--- src/rtl/tvr_pkg.sv ---
`timescale 1ns / 1ps

package tvr_pkg;

  localparam int unsigned SineDepthDefault = 256;
  localparam longint unsigned PiQ30 = 64'd3373259426;

  localparam int unsigned DivSteps = 34;
  localparam int unsigned CfgIdxW = 2;
  localparam int unsigned CfgDataW = 16;

  // floor(x / 100) equals (x * Div100Recip) >> Div100Shift for every x below 2^24.
  localparam int unsigned Div100Recip = 21474837;
  localparam int unsigned Div100Shift = 31;

  typedef enum logic [1:0] {
    FUNC_SET  = 2'd0,
    FUNC_JUMP = 2'd1,
    FUNC_TICK = 2'd2,
    FUNC_NONE = 2'd3
  } func_e;

  typedef enum logic [1:0] {
    CURVE_KEEP     = 2'd0,
    CURVE_LINEAR   = 2'd1,
    CURVE_EASE_OUT = 2'd2,
    CURVE_EASE_IN  = 2'd3
  } curve_e;

  typedef enum logic [1:0] {
    CFG_PRECISION = 2'd0,
    CFG_RAMP      = 2'd1,
    CFG_FRAME     = 2'd2,
    CFG_SPARE     = 2'd3
  } cfg_idx_e;

  typedef enum logic [3:0] {
    ST_IDLE,
    ST_EXEC,
    ST_LMUL,
    ST_LDIV,
    ST_PHDIV,
    ST_PHASE,
    ST_IDX,
    ST_INTERP,
    ST_SCALE,
    ST_PROD,
    ST_APPLY,
    ST_POST,
    ST_FIN
  } state_e;

  typedef struct packed {
    logic        start;
    logic [33:0] dividend;
    logic [31:0] divisor;
  } div_req_t;

  typedef struct packed {
    logic signed [25:0] a;
    logic signed [17:0] b;
  } mul_req_t;

endpackage

--- src/rtl/tvr_mul.sv ---
`timescale 1ns / 1ps

module tvr_mul (
  input  logic                clk_i,
  input  tvr_pkg::mul_req_t   req_i,
  output logic signed [43:0]  prod_o
);
  import tvr_pkg::*;

  logic signed [43:0] prod_q;

  always_ff @(posedge clk_i) begin
    prod_q <= 44'(req_i.a) * 44'(req_i.b);
  end

  assign prod_o = prod_q;

endmodule

--- config.mk ---
export PLATFORM = sky130hd
export DESIGN_NAME = tvr_mul
export DESIGN_NICKNAME = d
export VERILOG_FILES = /design/src/rtl/tvr_pkg.sv /design/src/rtl/tvr_mul.sv
export SDC_FILE = /design/constraint.sdc
export NUM_CORES = 1
export LEC_CHECK = 0
export BUFFER_PORTS_ARGS = -buffer_cell sky130_fd_sc_hd__buf_2
export CAP_MARGIN = 20
export CORE_ASPECT_RATIO = 0.75
export CORE_MARGIN = 2
export CORE_UTILIZATION = 40
export CTS_BUF_LIST = sky130_fd_sc_hd__clkbuf_4 sky130_fd_sc_hd__clkbuf_8
export DETAILED_ROUTE_END_ITERATION = 8
export SLEW_MARGIN = 20
export SYNTH_ARGS = -nofsm -noshare
export SYNTH_HDL_FRONTEND = slang
export SYNTH_SLANG_ARGS = --single-unit
--- constraint.sdc ---
create_clock -name clk_i -period 7.4 [get_ports clk_i]
set_clock_uncertainty 0.1 [all_clocks]
set_input_delay 1.48 -clock clk_i [delete_from_list [all_inputs] [get_ports clk_i]]
set_output_delay 1.48 -clock clk_i [all_outputs]
set_load 0.03 [all_outputs]
==> results.toml, run 1 <==
[synth]
yosysWarnings = 0
syn_inst = 1917
ys_seq_area_frac = 0.0505
synth_edf_count = 0
yosysUniqueCellTypes = 52
syn_area_um2 = 17400
synthFlopType = "dfxtp_1"
syn_avg_cell_area_um2 = 9.10
synthArstFlopShare = 0
syn_nets = 2528
synth_seq_cells = 44

[floorplan]
die_w_um = 245
start_util = 0.404
row_count = 66
dieArea_um2 = 45300
core-area_um2 = 43200
die_y_um = 185
ios = 89

[flow_run]
drv_cap = 0

[placed_design]
dpl_cell_area_um2 = 20000
gp_congestion = 0.866
port-buffer-count = 88
dpl.hpwl_um = 40900

[cts]
cts-root-buf = "clkbuf_8"
cts_resized = 0
clk_path_buf_depth = 2
clk_pin_slew_worst_paths_ps = 110
cts_hold_buf = 0
htree_levels = 2
post-cts-setup-buffers = 0
numCtsBuffers = 5
cts_tree = "built"
cts.sinks = 44

[routing]
routed-via-count = 12900
antenna_left = 0
wirelength_um = 46200
drtIter0Drc = 782
drc = 0
viasPerCell = 4.75
first_pass_iters = 5
wire_per_inst_um = 17.0

[timing]
timing.setup.tns_ps = 0
fin_crit_ps = 7270
timing.final.max_slew_violations = 0
post-route-period-util = 0.983
hold_viol = 0
slew_headroom = 0.689
fmax_mhz = 137
rsz0062_at_grt = "yes"
tightest_slew_ps = 465
setup_viol = 0

[grt]
grt_pass1_wl_um = 76400
first_global_vias = 14400
grt_max_degree = 20
overflow = 0
grt_usage = 0.219
antenna_found_initial = 2

[finish]
largest_reg_flops = 44
design_area_um2 = 20200
area_delta_synth_final_pct = 15.7
layout-drive-gt1-share = 0.151
layout.nets = 2747
filler_cell_count = 4112
final_common_cell = "inv_1"
multi_input_area_um2 = 14300
layout_common_cells = "inv_1, fa_1, nand2_1"
seq_area_um2 = 881

[setup_path]
critPathMaxFanout = 8
end_kind = "flop"
critPathKind = "in2reg"
crit_path_start_kind = "input port"
required_ps = 7560
arrival_ps = 7430

[worst_hold_path]
hold_class = "in2reg"
min_delay_path_depth = 3
min_to = "prod_o[0]"
hp-start = "req_i[0]"

[status]
outcome = "complete, no violations"
-- cells by family after synthesis --
| logic type | count (synthesis) | share of synthesized area |
|---|---|---|
| and+or+nand+nor | 537 | 0.148 |
| AOI/OAI and AO/OA | 110 | 0.0440 |
| xor gates and xnor gates | 43 | 0.0216 |
| muxes | 1 | 0.000574 |
| adders and majority gates | 566 | 0.603 |
| buffers and inverters | 616 | 0.133 |
| DFF | 44 | 0.0505 |
-- per-layer routing --
layer | wire length [um] | global-route usage
met5 | 0 | 0
met1 | 21000 | 0.308
met2 | 20900 | 0.352
met4 | 949 | 0.0522
met3 | 3320 | 0.0407
-- per-stage QoR --
| step | std cells | setup WS [ps] | utilization | hold WS, ps |
|---|---|---|---|---|
| floorplan | 1917 | 4.60 | - | 1500 |
| global placement | 2707 | -138 | 0.463 | 1820 |
| detailed placement | 2707 | -293 | 0.463 | 1820 |
| CTS | 2715 | 77.5 | 0.466 | 1450 |
| global route | 2717 | -98.7 | 0.468 | 1480 |
| finish | 2717 | 127 | 0.468 | 1470 |
-- worst max-delay path, cell delays in order --
cell	delay, ps
clkbuf_4	190
and2_1	200
fa_1	530
inv_1	50
fa_1	470
fa_1	510
fa_1	560
inv_1	50
fa_1	470
inv_1	50
fa_1	470
inv_1	50
ha_1	310
a21oi_1	150
o21ai_1	180
a221oi_4	370
o41ai_4	180
o2111ai_2	260
nand3_4	170
a21oi_4	170
or4b_1	460
o311ai_1	90
-- how the worst max path moves through the flow --
stage,from,endpoint,cells past startpoint
4_1_cts,req_i[27],prod_o[40],21
3_3_place_gp,req_i[12],prod_o[40],22
2_1_floorplan,req_i[34],prod_o[40],24
3_5_place_dp,req_i[27],prod_o[40],21
5_1_grt,req_i[25],prod_o[40],23
6_report,req_i[6],prod_o[40],22
-- synth_stat cells (11+ instances only) --
library cell | instances | area [um2]
xnor2_1 | 33 | 289
and2_1 | 178 | 1110
nand2_1 | 280 | 1050
nand2b_1 | 11 | 68.8
o21ai_0 | 17 | 85.1
a21o_1 | 15 | 113
nor2_1 | 34 | 128
ha_1 | 109 | 1360
dfxtp_1 | 44 | 881
clkbuf_1 | 79 | 297
a21oi_1 | 34 | 170
inv_1 | 537 | 2020
fa_1 | 457 | 9150
-- cell type report --
type,instances,share of cell area
Sequential cell,44,0.0436
Antenna cell,2,0.000248
Inverter,537,0.0998
Tap cell,578,0.0358
Clock buffer,6,0.00378
Multi-Input combinational cell,1257,0.710
Clock inverter,2,0.00173
Timing Repair Buffer,291,0.105
Power of run 1 is left out: the tool's default activity adds up to more than one toggle a clock period on the data nets, which glitch-free logic cannot reach.
==> run 2: changes to the inputs <==
--- a/config.mk
+++ b/config.mk
@@ -9,9 +9,10 @@
 export CAP_MARGIN = 20
 export CORE_ASPECT_RATIO = 0.75
 export CORE_MARGIN = 2
-export CORE_UTILIZATION = 40
-export CTS_BUF_LIST = sky130_fd_sc_hd__clkbuf_4 sky130_fd_sc_hd__clkbuf_8
+export CORE_UTILIZATION = 55
+export CTS_BUF_LIST = sky130_fd_sc_hd__clkbuf_8
 export DETAILED_ROUTE_END_ITERATION = 8
+export PLACE_DENSITY = 0.76
 export SLEW_MARGIN = 20
 export SYNTH_ARGS = -nofsm -noshare
 export SYNTH_HDL_FRONTEND = slang
==> results.toml, run 2 (synthesis gave the netlist of run 1 again) <==
[floorplan]
dieArea_um2 = 33200
die_y_um = 158
die_w_um = 210
core-area_um2 = 31300
start_util = 0.558
row_count = 56
ios = 89

[routing]
drtIter0Drc = 1290
wire_per_inst_um = 18.0
wirelength_um = 45700
viasPerCell = 5.23
drc = 0
routed-via-count = 13300
first_pass_iters = 6
antenna_left = 0

[cts]
cts_tree = "built"
clk_path_buf_depth = 2
cts-root-buf = "clkbuf_8"
htree_levels = 2
numCtsBuffers = 5
cts.sinks = 44
clk_pin_slew_worst_paths_ps = 130

[grt]
grt_usage = 0.295
grt_max_degree = 24
grt_pass1_wl_um = 74700
antenna_found_initial = 2
overflow = 0
first_global_vias = 14600

[placed_design]
dpl.hpwl_um = 40400
gp_congestion = 1.05
port-buffer-count = 88

[timing]
timing.final.max_slew_violations = 0
tightest_slew_ps = 531
hold_viol = 0
setup_viol = 0
slew_headroom = 0.646
post-route-period-util = 0.987
fin_crit_ps = 7300
rsz0062_at_grt = "yes"
timing.setup.tns_ps = 0
fmax_mhz = 137

[setup_path]
arrival_ps = 7470
cp-startpoint = "req_i[12]"
critPathMaxFanout = 7
required_ps = 7560
crit_path_start_kind = "input port"
critPathKind = "in2reg"
crit_end = "prod_o[40]"
end_kind = "flop"

[finish]
final_common_cell = "inv_1"
largest_reg_flops = 44
area_delta_synth_final_pct = 14.0
layout.nets = 2742
layout_common_cells = "inv_1, fa_1, nand2_1"
layout-drive-gt1-share = 0.151

[status]
outcome = "complete, no violations"

[worst_hold_path]
hold_class = "in2reg"

[flow_run]
drv_cap = 0
run 2: changes by cell type in the layout (fill, tap and decap cells not counted), sizes merged:
cell and change:
clkinvlp +2, clkinv -1, clkbuf +6, buf -11
bufinv -1, diode -1
run 2: layer usage:
metal,up-vias,global-route usage,part of all wire
li1,5880,-,-
met1,6779,0.415,0.43
met2,547,0.451,0.44
met3,68,0.0943,0.11
met4,0,0.0665,0.019
met5,-,0,0
run 2: critical path: stages:
cell and delay, ps:
buf_2 170, and2_1 200, fa_1 540, inv_1 60, fa_1 530, inv_1 50
fa_1 550, fa_1 450, fa_1 490, inv_1 50, fa_1 480, inv_1 70
ha_4 240, a21oi_1 210, o21ai_1 170, a221oi_4 320, o41ai_4 170, o2111ai_2 320
nand3_4 170, a21oi_4 200, or4b_4 470, o311ai_1 80
run 2: cell type report:
cell class | count | area (um2)
clock buffer | 6 | 82.6
tap | 406 | 508
inverter | 537 | 2020
fill | 2584 | 11400
timing repair buffer | 286 | 2050
clock inverter | 2 | 11.3
sequential | 44 | 881
multi-input combinational | 1257 | 14300
antenna | 1 | 2.50
run 2: stage by stage:
stage          hold WS [ps]  cell area, um2  setup slack (ps)   util  std cells
2_1_floorplan          1500           17500              4.60      -       1917
3_3_place_gp           1810           19700              -133  0.629       2527
3_5_place_dp           1810           19700              -287  0.629       2527
4_1_cts                1510           19700              96.2  0.632       2535
5_1_grt                1480           19900             -97.5  0.636       2539
6_report               1470           19900              96.8  0.636       2539
run 2: worst min-delay path by stage:
stage,slack [ps],cells past startpoint,endpoint,startpoint
4_1_cts,1510,3,prod_o[0],req_i[0]
3_5_place_dp,1810,1,prod_o[22],prod_o[22]
5_1_grt,1480,3,prod_o[0],req_i[0]
3_3_place_gp,1810,1,prod_o[0],prod_o[0]
6_report,1470,3,prod_o[0],req_i[0]
2_1_floorplan,1500,1,prod_o[0],req_i[0]
run 2: repair_timing:
item	CTS	global route
endpoints found under the setup margin	0	11
buffers inserted	0	3
hold buffers	0	0
resized for setup	0	30
Power of run 2 is left out for the same reason.
