**config.mk**
```make
export PLATFORM = sky130hd
export DESIGN_NAME = tvr_div
export DESIGN_NICKNAME = d
export VERILOG_FILES = /design/src/rtl/tvr_pkg.sv /design/src/rtl/tvr_div.sv
export SDC_FILE = /design/constraint.sdc
export NUM_CORES = 1
export LEC_CHECK = 0
export ABC_AREA = 0
export BUFFER_PORTS_ARGS = -buffer_cell sky130_fd_sc_hd__buf_4
export CAP_MARGIN = 40
export CORE_ASPECT_RATIO = 1.2
export CORE_UTILIZATION = 53
export CTS_BUF_LIST = sky130_fd_sc_hd__clkbuf_4
export CTS_CLUSTER_DIAMETER = 80
export DETAILED_ROUTE_END_ITERATION = 7
export PLACE_DENSITY = 0.8
export SLEW_MARGIN = 20
export SYNTH_ARGS = -nofsm -noshare
export SYNTH_HDL_FRONTEND = slang
export SYNTH_SLANG_ARGS = --single-unit
```
**constraint.sdc**
```tcl
create_clock -name clk_i -period 3.25 [get_ports clk_i]
set_input_delay 0.65 -clock clk_i [delete_from_list [all_inputs] [get_ports clk_i]]
set_output_delay 0.65 -clock clk_i [all_outputs]
set_load 0.02 [all_outputs]
```
**src/rtl/tvr_pkg.sv**
```systemverilog
`timescale 1ns / 1ps

package tvr_pkg;

  localparam int unsigned SineDepthDefault = 256;
  localparam longint unsigned PiQ30 = 64'd3373259426;

  localparam int unsigned DivSteps = 34;
  localparam int unsigned CfgIdxW = 2;
  localparam int unsigned CfgDataW = 16;

  // floor(x / 100) equals (x * Div100Recip) >> Div100Shift for every x below 2^24.
  localparam int unsigned Div100Recip = 21474837;
  localparam int unsigned Div100Shift = 31;

  typedef enum logic [1:0] {
    FUNC_SET  = 2'd0,
    FUNC_JUMP = 2'd1,
    FUNC_TICK = 2'd2,
    FUNC_NONE = 2'd3
  } func_e;

  typedef enum logic [1:0] {
    CURVE_KEEP     = 2'd0,
    CURVE_LINEAR   = 2'd1,
    CURVE_EASE_OUT = 2'd2,
    CURVE_EASE_IN  = 2'd3
  } curve_e;

  typedef enum logic [1:0] {
    CFG_PRECISION = 2'd0,
    CFG_RAMP      = 2'd1,
    CFG_FRAME     = 2'd2,
    CFG_SPARE     = 2'd3
  } cfg_idx_e;

  typedef enum logic [3:0] {
    ST_IDLE,
    ST_EXEC,
    ST_LMUL,
    ST_LDIV,
    ST_PHDIV,
    ST_PHASE,
    ST_IDX,
    ST_INTERP,
    ST_SCALE,
    ST_PROD,
    ST_APPLY,
    ST_POST,
    ST_FIN
  } state_e;

  typedef struct packed {
    logic        start;
    logic [33:0] dividend;
    logic [31:0] divisor;
  } div_req_t;

  typedef struct packed {
    logic signed [25:0] a;
    logic signed [17:0] b;
  } mul_req_t;

endpackage

```
**src/rtl/tvr_div.sv**
```systemverilog
`timescale 1ns / 1ps

module tvr_div (
  input  logic              clk_i,
  input  logic              rst_ni,
  input  tvr_pkg::div_req_t req_i,
  output logic              done_o,
  output logic [33:0]       quot_o
);
  import tvr_pkg::*;

  logic        busy_q, busy_d;
  logic        done_q, done_d;
  logic [5:0]  cnt_q, cnt_d;
  logic [33:0] dvd_q, dvd_d;
  logic [32:0] rem_q, rem_d;
  logic [31:0] dvs_q, dvs_d;
  logic [32:0] shifted;
  logic [33:0] trial;

  always_comb begin
    shifted = {rem_q[31:0], dvd_q[33]};
    trial   = {1'b0, shifted} - {2'b00, dvs_q};
    busy_d  = busy_q;
    done_d  = 1'b0;
    cnt_d   = cnt_q;
    dvd_d   = dvd_q;
    rem_d   = rem_q;
    dvs_d   = dvs_q;
    if (req_i.start) begin
      busy_d = 1'b1;
      cnt_d  = '0;
      dvd_d  = req_i.dividend;
      rem_d  = '0;
      dvs_d  = req_i.divisor;
    end else if (busy_q) begin
      // Restoring step: keep the difference when it did not go negative.
      if (!trial[33]) begin
        rem_d = trial[32:0];
        dvd_d = {dvd_q[32:0], 1'b1};
      end else begin
        rem_d = shifted;
        dvd_d = {dvd_q[32:0], 1'b0};
      end
      cnt_d = cnt_q + 6'd1;
      if (cnt_q == 6'(DivSteps - 1)) begin
        busy_d = 1'b0;
        done_d = 1'b1;
      end
    end
  end

  always_ff @(posedge clk_i or negedge rst_ni) begin
    if (!rst_ni) begin
      busy_q <= 1'b0;
      done_q <= 1'b0;
      cnt_q  <= '0;
    end else begin
      busy_q <= busy_d;
      done_q <= done_d;
      cnt_q  <= cnt_d;
    end
  end

  always_ff @(posedge clk_i) begin
    dvd_q <= dvd_d;
    rem_q <= rem_d;
    dvs_q <= dvs_d;
  end

  assign done_o = done_q;
  assign quot_o = dvd_q;

endmodule

```
==> flow_summary.yaml, run 1 <==
run_status:
  status: "complete, but fails checks"
  failed_checks: "setup timing"
yosys:
  yosysSeqAreaShare_pct: 47.2
  synth_cell_types: 63
  syn-instance-count: 564
  synth_area_leaders: "edfxtp_1 (33%), dfxtp_1 (11%), ha_1 (7.1%)"
  ys_async_sr_fraction_pct: 7.55
  synth_commonest_cells: "edfxtp_1 (66), nor2_1 (46), inv_1 (43), a21oi_1 (36), nand2_1 (35)"
  syn_avg_cell_area_sq_um: 10.6
  syn-num-nets: 668
  synth.cell_area_sq_mm: 0.00598
  synth_ff_type: "edfxtp_1"
  synth_most_common_cell: "edfxtp_1"
  yosysWarnings: 0
  synth-edff-count: 66
  synth_top_area_share_pct: 33.1
  yosysTopAreaCell: "edfxtp_1"
  ys_ff_latch: 106
sta:
  setup_viol: 1
  finalCritPeriodShare_pct: 102
  finClkSkew_ns: 0.0204
  final_max_slew_viol_count: 0
  tightest_slew_ns: 0.588
  max_slew_margin_pct: 60.8
  rsz0062_at_grt: "yes"
  setup_ws_ns: -0.0494
  fmax_ghz: 0.303
  hold_viol_final: 0
  fin_crit_ns: 3.30
floorplanning:
  die_h_microns: 118
  fp-row-count: 42
  start_util_pct: 54.5
  die_w_microns: 99.0
  pin_count: 104
  die_area_sq_mm: 0.0117
  design.core.area_sq_mm: 0.0110
route:
  drc: 0
  num_vias: 4535
  route.detailed.wl_per_inst_microns: 15.2
  ant_nets: 0
  vias_per_cell: 5.62
  drt-initial-drc-count: 217
  drt-total-wl_microns: 12300
  drt_pass1_iterations: 4
setup_path:
  cp_top_family: "compound AO/OA/AOI/OAI gates"
  cp_slowest_cell: "a2111oi_4"
  cp_num_buf_inv: 3
  cp-end-kind: "flip-flop"
  path_cells: "inv_1, ha_2, inv_2, fa_2, a211oi_2, o211ai_1, a2111oi_4, buf_4, o31ai_2, a31o_2, or4b_4, nand4b_1, a21oi_2"
  worstSetupPathType: "flip-flop to flip-flop"
  slowest_delay_ns: 0.51
  cp_data_required_time_ns: 3.62
  critical_path_arrival_ns: 3.67
  critPathMaxFanout: 3
  start_kind: "flip-flop"
  ff2ff_setup_slack_ns: -0.05
clock_network:
  cts.htree.levels: 3
  root_buffer: "clkbuf_4"
  numCtsBuffers: 9
  clock_path_buffers: 2
  cts_tree: "done"
  clk_latency_ns: 0.50
  numClockSinks: 106
  cts.clk_slew.worst_paths_ns: 0.16
placement:
  hpwl_microns: 9010
  place_inst: 786
  post_dp_cell_area_sq_mm: 0.00691
  gp_congestion: 0.892
  port_buffers: 103
global_routing:
  grt_antenna_before_repair: 1
  grt_overflow_total: 0
  track_usage_pct: 22.3
  grt_max_degree: 39
  grt_pass1_wl_microns: 20700
  first_global_vias: 4702
finish:
  layout-area-overhead-vs-synth_pct: 18.6
  nFillCells: 878
  fin_area_sq_mm: 0.00709
  final_net_count: 773
  stdcell_count: 807
  fin_util_pct: 64.6
  multi_input_area_sq_mm: 0.00291
  seq_area_sq_mm: 0.00282
  drive_gt1_share_pct: 29.1
worst_hold_path:
  hold_path.class: "input pin to flip-flop"
flow_run:
  drv_cap: 0
power:
  ir_worst_vdd_uv: 417
  powerDensity_mw_per_mm2: 719
  leakage_nw: 3.05
## state kept, by name, summed over array words and instances (netlist names)
name and cells:
busy_q 1, done_o 1, dvs_q 32, rem_q 32
quot_o 34, cnt_q 6
## worst paths after layout
kind                             from  depth (start not counted)   endpoint
max                        quot_o[33]                         13  rem_q[24]
min                         req_i[19]                          1  dvs_q[19]
max reg2reg                quot_o[33]                         13  rem_q[24]
min reg2reg                 rem_q[29]                          2  rem_q[29]
max in group asynchronous      rst_ni                          2     busy_q
min in group asynchronous      rst_ni                          2   cnt_q[1]
## worst reg2reg max path, delay by kind of cell (launching register included)
| kind | cells | cell delay [ns] |
|---|---|---|
| AOI/OAI and AO/OA | 6 | 1.31 |
| adders and majority gates | 2 | 0.56 |
| buffers and inverters | 3 | 0.31 |
| DFF | 1 | 0.41 |
| and+or+nand+nor | 2 | 0.60 |
## logic make-up after synthesis
family | share of synthesized area [%]
adder cells (fa/ha/maj) | 7.45
AND/OR/NAND/NOR | 10.7
AO/OA/AOI/OAI | 16.9
multiplexers | 8.77
buffers and inverters | 4.75
XOR/XNOR | 4.25
flip-flops | 47.2
## metrics by stage
step | setup slack, ns | hold WS, ns | TNS (ns) | total power [mW]
after floorplan | 0.0106 | 0.354 | 0 | 3.85
after global placement | 0.0864 | 0.466 | 0 | 4.35
after detailed placement | -0.0274 | 0.473 | -0.0274 | 4.43
after CTS | 0.000630 | 0.273 | 0 | 5.05
after global routing | -0.200 | 0.283 | -0.493 | 5.48
final | -0.0494 | 0.319 | -0.0494 | 5.10
## area by class of cell
type	instances	share of cell area, %
multi-input combinational	388	41.1
sequential	106	39.8
timing repair buffer	121	12.8
tap	132	2.33
inverter	43	2.28
clock buffer	11	1.16
clock inverter	5	0.459
antenna	1	0.0353
## layout by cell type, fill, tap and decap left out, types with 10 or more instances in the layout
cell,instances
inv_1,42
nor2_1,46
a211oi_1,27
xor2_1,13
ha_1,33
xnor2_1,16
mux2_2,34
edfxtp_1,66
buf_4,120
mux2i_1,13
a21oi_1,35
nand2_1,35
dfxtp_1,32
o21ai_0,16
o21ai_1,10
clkbuf_4,11
## power breakdown
| group | switching [mW] | leakage, nW | internal (mW) |
|---|---|---|---|
| logic | 1.39 | 1.93 | 1.22 |
| clock network | 0.433 | 0.0710 | 0.175 |
| registers | 0.182 | 1.04 | 1.70 |
| total | 2.01 | 3.05 | 3.09 |
## routing by layer
| metal | share of wire, % | global-route usage (%) |
|---|---|---|
| met3 | 6.6 | 6.92 |
| met5 | 0 | 0 |
| met4 | 2.0 | 9.24 |
| met1 | 41 | 25.4 |
| met2 | 50 | 38.6 |
## what timing repair did
item / 4_1_cts / 5_1_grt
resized for setup: 0 / 8
hold buffers: 1 / 0
setup endpoints to repair: 3 / 19
hold endpoints to repair: 8 / 0
buffers inserted: 0 / 3
pin swaps: 1 / 11
Power figures use the tool's default switching activity.
==> run 2, diff against run 1 <==
--- a/config.mk
+++ b/config.mk
@@ -7,3 +7,3 @@
 export LEC_CHECK = 0
-export ABC_AREA = 0
+export ABC_AREA = 1
 export BUFFER_PORTS_ARGS = -buffer_cell sky130_fd_sc_hd__buf_4
@@ -11,3 +11,3 @@
 export CORE_ASPECT_RATIO = 1.2
-export CORE_UTILIZATION = 53
+export CORE_UTILIZATION = 54
 export CTS_BUF_LIST = sky130_fd_sc_hd__clkbuf_4
==> constraint.sdc (replaced) <==
create_clock -name clk_i -period 3.25 [get_ports clk_i]
set_input_delay 0.4875 -clock clk_i [delete_from_list [all_inputs] [get_ports clk_i]]
set_output_delay 0.4875 -clock clk_i [all_outputs]
set_load 0.02 [all_outputs]
==> run 2 against run 1 <==
The run now ends clean. Critical path depth grew 3. Worst hold slack got worse by 0.20 ns. Final cell count up 58%. Clock skew up 0.0080 ns. Worst setup slack improved by 0.76 ns.
==> flow_summary.yaml, run 2 <==
power:
  leakage_nw: 4.46
  ir_worst_vdd_uv: 213
  p_total_mw: 2.78
  powerDensity_mw_per_mm2: 345
setup_path:
  cp_num_buf_inv: 2
  cp_data_required_time_ns: 3.69
  cp-end-kind: "flip-flop"
  worstSetupPathType: "flip-flop to flip-flop"
  start_kind: "flip-flop"
  r2r-start: "quot_o[33]"
  critPathMaxFanout: 4
  critical_path_arrival_ns: 2.99
  slowest_delay_ns: 0.45
  ff2ff_setup_slack_ns: 0.71
  cp_top_family: "simple AND/OR/NAND/NOR gates"
  crit_top_cell: "nand2_1"
  r2r-end: "rem_q[30]"
  cp_slowest_cell: "fa_1"
  reg2reg_depth: 16
  path_cells: "inv_1, ha_1, inv_1, fa_1, nand3_1, nand3_1, nand2_1, nand2_1, nand2_1, nand2_1, nand2_1, nand2_1, nand2_1, nand3_1, nand2_1, nand2_1"
floorplanning:
  fp-row-count: 45
  die_area_sq_mm: 0.0134
  die_h_microns: 127
  start_util_pct: 55.3
  die_w_microns: 106
  pin_count: 104
  design.core.area_sq_mm: 0.0127
route:
  drt_pass1_iterations: 7
  num_vias: 6399
  vias_per_cell: 5.03
  ant_nets: 0
  drt-initial-drc-count: 295
  drc: 0
  drt-total-wl_microns: 17300
  route.detailed.wl_per_inst_microns: 13.6
finish:
  final_cell_mix: "nand2_1 (418), inv_1 (178), buf_4 (110)"
  seq_area_sq_mm: 0.00282
  layout_commonest_cell: "nand2_1"
  fin_util_pct: 63.5
  final_net_count: 1207
  layout-area-overhead-vs-synth_pct: 14.9
  multi_input_area_sq_mm: 0.00336
  drive_gt1_share_pct: 13.7
  nFillCells: 1163
  largest_register_ffs: 34
yosys:
  synth_top_family_by_area: "simple AND/OR/NAND/NOR gates"
  synthXorXnorAreaFrac_pct: 1.88
  synth.cell_area_sq_mm: 0.00700
  syn_avg_cell_area_sq_um: 6.98
  ys_async_sr_fraction_pct: 7.55
  synthMuxAreaShare_pct: 0
  synth-edff-count: 66
  synth_ff_type: "edfxtp_1"
  synth_simple_gate_area_share_pct: 36.7
  synth_most_common_cell: "nand2_1"
  synth_compound_area_share_pct: 3.00
  syn-num-nets: 1108
  yosysTopAreaCell: "edfxtp_1"
  synth_top_area_share_pct: 28.3
  synth-adder-area-share_pct: 6.36
  yosysSeqAreaShare_pct: 40.3
  syn-instance-count: 1004
  synth_cell_types: 38
  synth_area_leaders: "edfxtp_1 (28%), nand2_1 (22%), inv_1 (9.5%)"
  yosysWarnings: 0
  ys_ff_latch: 106
  synth_commonest_cells: "nand2_1 (418), inv_1 (178), nand3_1 (81), edfxtp_1 (66), nor2_1 (49)"
run_status:
  status: "complete, no violations"
placement:
  gp_congestion: 0.926
  port_buffers: 103
  hpwl_microns: 13100
sta:
  hold_viol_final: 0
  setup_viol: 0
  tightest_slew_ns: 0.551
  tns_ns: 0
  finalCritPeriodShare_pct: 78.2
  finClkSkew_ns: 0.0285
  fmax_ghz: 0.393
  max_slew_margin_pct: 63.3
  final_max_slew_viol_count: 0
  fin_crit_ns: 2.54
  rsz0062_at_grt: "no"
clock_network:
  ctsHoldBuffers: 1
  cts_tree: "done"
  cts.htree.levels: 3
  numClockSinks: 106
  cts_resized: 0
  clock_path_buffers: 2
  cts.clk_slew.worst_paths_ns: 0.19
  cts_setup_buffers: 0
  clk_latency_ns: 0.53
  numCtsBuffers: 9
  root_buffer: "clkbuf_4"
worst_hold_path:
  hold-path-endpoint: "dvs_q[1]"
  hold_depth: 1
  hold_path.class: "input pin to flip-flop"
  hold_start: "req_i[1]"
global_routing:
  grt_max_degree: 45
  grt_overflow_total: 0
  track_usage_pct: 27.0
  grt_pass1_wl_microns: 28500
  first_global_vias: 6175
  grt_antenna_before_repair: 1
flow_run:
  drv_cap: 0
-- run 2: cell types whose count changed in the layout (fill, tap and decap cells not counted), moves of 27 or more --
cell,before,now
mux2_2,34,0
a211oi_1,27,0
nand3_1,7,81
nand2_1,35,418
inv_1,42,178
-- run 2: report_power, final --
part	switching [mW]	leakage, nW	internal (mW)
clock network	0.504	0.0731	0.177
registers	0.0419	1.05	1.52
logic	0.315	3.34	0.220
-- run 2: logic make-up (layout without fill, tap and decap cells) --
family | Yosys count | count (layout)
buffers and inverters | 205 | 309
xor gates and xnor gates | 15 | 15
DFF | 106 | 106
adders and majority gates | 35 | 35
other | 0 | 1
and+or+nand+nor | 605 | 605
AOI/OAI and AO/OA | 38 | 38
-- run 2: cell type report --
type,count,share of cell area (%)
clock buffer,9,0.840
sequential,106,35.1
inverter,182,8.49
clock inverter,7,0.855
timing repair buffer,111,10.4
multi-input combinational,693,41.8
tap,164,2.55
antenna,1,0.0311
-- run 2: worst max-delay path by stage --
stage | start | endpoint | cells past startpoint
3_5_place_dp | quot_o[33] | rem_q[30] | 16
2_1_floorplan | req_i[66] | quot_o[0] | 4
6_report | quot_o[33] | rem_q[30] | 16
3_3_place_gp | quot_o[33] | rem_q[30] | 16
4_1_cts | quot_o[33] | rem_q[30] | 16
5_1_grt | quot_o[33] | rem_q[30] | 16
-- run 2: per-layer routing --
| layer | GRT usage (%) | wire [microns] | vias up |
|---|---|---|---|
| met5 | 0 | 0 | - |
| met4 | 15.3 | 689 | 0 |
| met3 | 3.55 | 843 | 39 |
| met2 | 47.6 | 8520 | 191 |
| met1 | 31.6 | 7240 | 2863 |
| li1 | - | - | 3306 |
-- run 2: worst register-to-register path, cell delays in order (launching register included) --
cell and delay (ns):
edfxtp_1 0.43, inv_1 0.11, ha_1 0.16, inv_1 0.10, fa_1 0.46, nand3_1 0.11, nand3_1 0.16, nand2_1 0.11
nand2_1 0.13, nand2_1 0.09, nand2_1 0.12, nand2_1 0.16, nand2_1 0.08, nand2_1 0.07, nand3_1 0.06, nand2_1 0.08
nand2_1 0.04
-- run 2: metrics by stage --
step	hold slack, ns	instance area [sq um]	instances	setup slack (ns)
final	0.116	8050	1273	0.708
after global routing	0.108	8050	1273	0.492
after CTS	0.0979	8050	1272	0.744
after detailed placement	0.309	7900	1255	0.765
after global placement	0.308	7900	1255	0.860
after floorplan	0.192	7000	1004	0.706
==> run 3, diff against run 2 <==
ABC_AREA = 0   (was 1)
CORE_UTILIZATION = 53   (was 54)
clock period = 2.12 ns   (was 3.25 ns; I/O delays follow)
==> run 3 against run 2 <==
The run now ends with setup timing left. Flip-flop and latch count did not move. Fmax decreased by 24%. Critical path depth decreased by 2. First-iteration DRC count shrank 5.1%. Worst hold slack got worse by 0.039 ns. Final cell count fell by 25%.
==> flow_summary.yaml, run 3 (same netlist as run 1, synthesis figures left out) <==
setup_path:
  worstSetupPathType: "flip-flop to flip-flop"
  cp_data_required_time_ns: 2.56
  start_kind: "flip-flop"
  critical_path_arrival_ns: 3.80
  crit_top_cell: "inv_2"
  cp-end-kind: "flip-flop"
  cp_slowest_cell: "edfxtp_1"
  path_cells: "inv_2, ha_4, inv_2, fa_2, a211oi_2, o211ai_1, a2111oi_4, buf_4, o221ai_2, a31oi_2, nor2b_1, o21ai_2, mux2_4, a311oi_2"
  ff2ff_setup_slack_ns: -1.24
  critPathMaxFanout: 3
  slowest_delay_ns: 0.45
sta:
  setup_ws_ns: -1.24
  max_slew_margin_pct: 67.5
  finClkSkew_ns: 0.0266
  final_max_slew_viol_count: 0
  finalCritPeriodShare_pct: 158
  hold_viol_final: 0
  fmax_ghz: 0.298
  tightest_slew_ns: 0.487
  rsz0062_at_grt: "yes"
  fin_crit_ns: 3.36
  setup_viol: 33
placement:
  gp_congestion: 0.907
  port_buffers: 103
  hpwl_microns: 10600
global_routing:
  first_global_vias: 5614
  grt_max_degree: 45
  grt_antenna_before_repair: 0
  grt_overflow_total: 0
  grt_pass1_wl_microns: 25300
  track_usage_pct: 27.5
floorplanning:
  die_area_sq_mm: 0.0117
  pin_count: 104
  design.core.area_sq_mm: 0.0110
  fp-row-count: 42
  die_h_microns: 118
  start_util_pct: 54.5
  die_w_microns: 99.0
power:
  ir_worst_vdd_uv: 759
  leakage_nw: 3.89
  powerDensity_mw_per_mm2: 1170
  p_total_mw: 10.2
route:
  drc: 0
  drt-initial-drc-count: 280
  drt_pass1_iterations: 7
  vias_per_cell: 5.69
  num_vias: 5444
  ant_nets: 0
  drt-total-wl_microns: 16600
  route.detailed.wl_per_inst_microns: 17.3
clock_network:
  numClockSinks: 106
  clk_latency_ns: 0.53
  clock_path_buffers: 2
  cts.htree.levels: 3
  cts.clk_slew.worst_paths_ns: 0.17
  cts_tree: "done"
  numCtsBuffers: 9
  root_buffer: "clkbuf_4"
worst_hold_path:
  hold_path.class: "input pin to flip-flop"
finish:
  diodes: 0
  final_net_count: 923
  drive_gt1_share_pct: 43.9
  layout-area-overhead-vs-synth_pct: 45.9
  final_cell_mix: "buf_4 (222), edfxtp_1 (66), nor2_1 (45)"
  fin_util_pct: 79.4
  layout_commonest_cell: "buf_4"
  largest_register_ffs: 34
flow_run:
  drv_cap: 0
run_status:
  failed_checks: "setup timing"
  status: "complete, but fails checks"
-- run 3: cell count changes in the layout (fill, tap and decap cells not counted), sizes merged, moves of 17 or more --
cell | before | now
a211oi | 0 | 28
inv | 185 | 45
nand3b | 17 | 0
buf | 110 | 237
mux2 | 0 | 35
a21oi | 20 | 37
nand2 | 427 | 35
dlygate4sd3 | 1 | 33
nand3 | 83 | 7
-- run 3: per-layer routing --
metal / routed length [microns] / share of wire, % / global-route usage (%) / up-vias
met3: 879 / 5.3 / 5.50 / 63
met2: 8820 / 53 / 50.3 / 206
met1: 6210 / 37 / 29.7 / 2593
met5: 0 / 0 / 0 / -
li1: - / - / - / 2582
met4: 645 / 3.9 / 14.1 / 0
-- run 3: worst max-delay path, delay by kind of cell (launching register included) --
family | cells | cell delay, ns
AO/OA/AOI/OAI | 7 | 1.56
adder cells (fa/ha/maj) | 2 | 0.50
flip-flops | 1 | 0.45
multiplexers | 1 | 0.33
buffers and inverters | 3 | 0.31
AND/OR/NAND/NOR | 1 | 0.10
-- run 3: final timing paths --
check / depth (start not counted) / end / startpoint
max in group asynchronous: 2 / busy_q / rst_ni
hold reg to reg: 2 / rem_q[20] / rem_q[20]
hold / removal: 2 / quot_o[33] / req_i[65]
setup reg to reg: 14 / rem_q[28] / quot_o[33]
min in group asynchronous: 2 / cnt_q[0] / rst_ni
setup / recovery: 14 / rem_q[28] / quot_o[33]
-- run 3: layout make-up --
| class | count | area [sq um] |
|---|---|---|
| multi-input combinational | 388 | 3230 |
| sequential | 106 | 2830 |
| fill | 638 | 2260 |
| timing repair buffer | 271 | 2230 |
| tap | 132 | 165 |
| inverter | 43 | 161 |
| clock buffer | 11 | 82.6 |
| clock inverter | 5 | 36.3 |
-- run 3: where the power goes --
part	total [mW]	leakage (nW)	internal [mW]	switching [mW]
Sequential	2.86	1.04	2.60	0.261
Combinational	6.32	2.78	3.29	3.02
Clock	0.986	0.0716	0.275	0.711
-- run 3: repair_timing --
action	in CTS	in global routing
pin swaps	28	29
hold endpoints to repair	40	0
resized for setup	31	58
cloned	0	1
setup endpoints to repair	33	33
setup buffers	9	11
hold buffers	33	0
-- run 3: stage by stage --
step / std cells / setup TNS [ns] / cell area (sq um) / hold WS [ns] / setup slack, ns
after floorplan: 564 / -18.41 / 6020 / 0.0224 / -1.08
after global placement: 895 / -21.42 / 7790 / 0.139 / -1.04
after detailed placement: 895 / -24.03 / 7790 / 0.140 / -1.15
after CTS: 952 / -24.30 / 8450 / 0.0726 / -1.05
after global routing: 956 / -28.17 / 8720 / 0.0710 / -1.37
final: 956 / -25.54 / 8720 / 0.0769 / -1.24
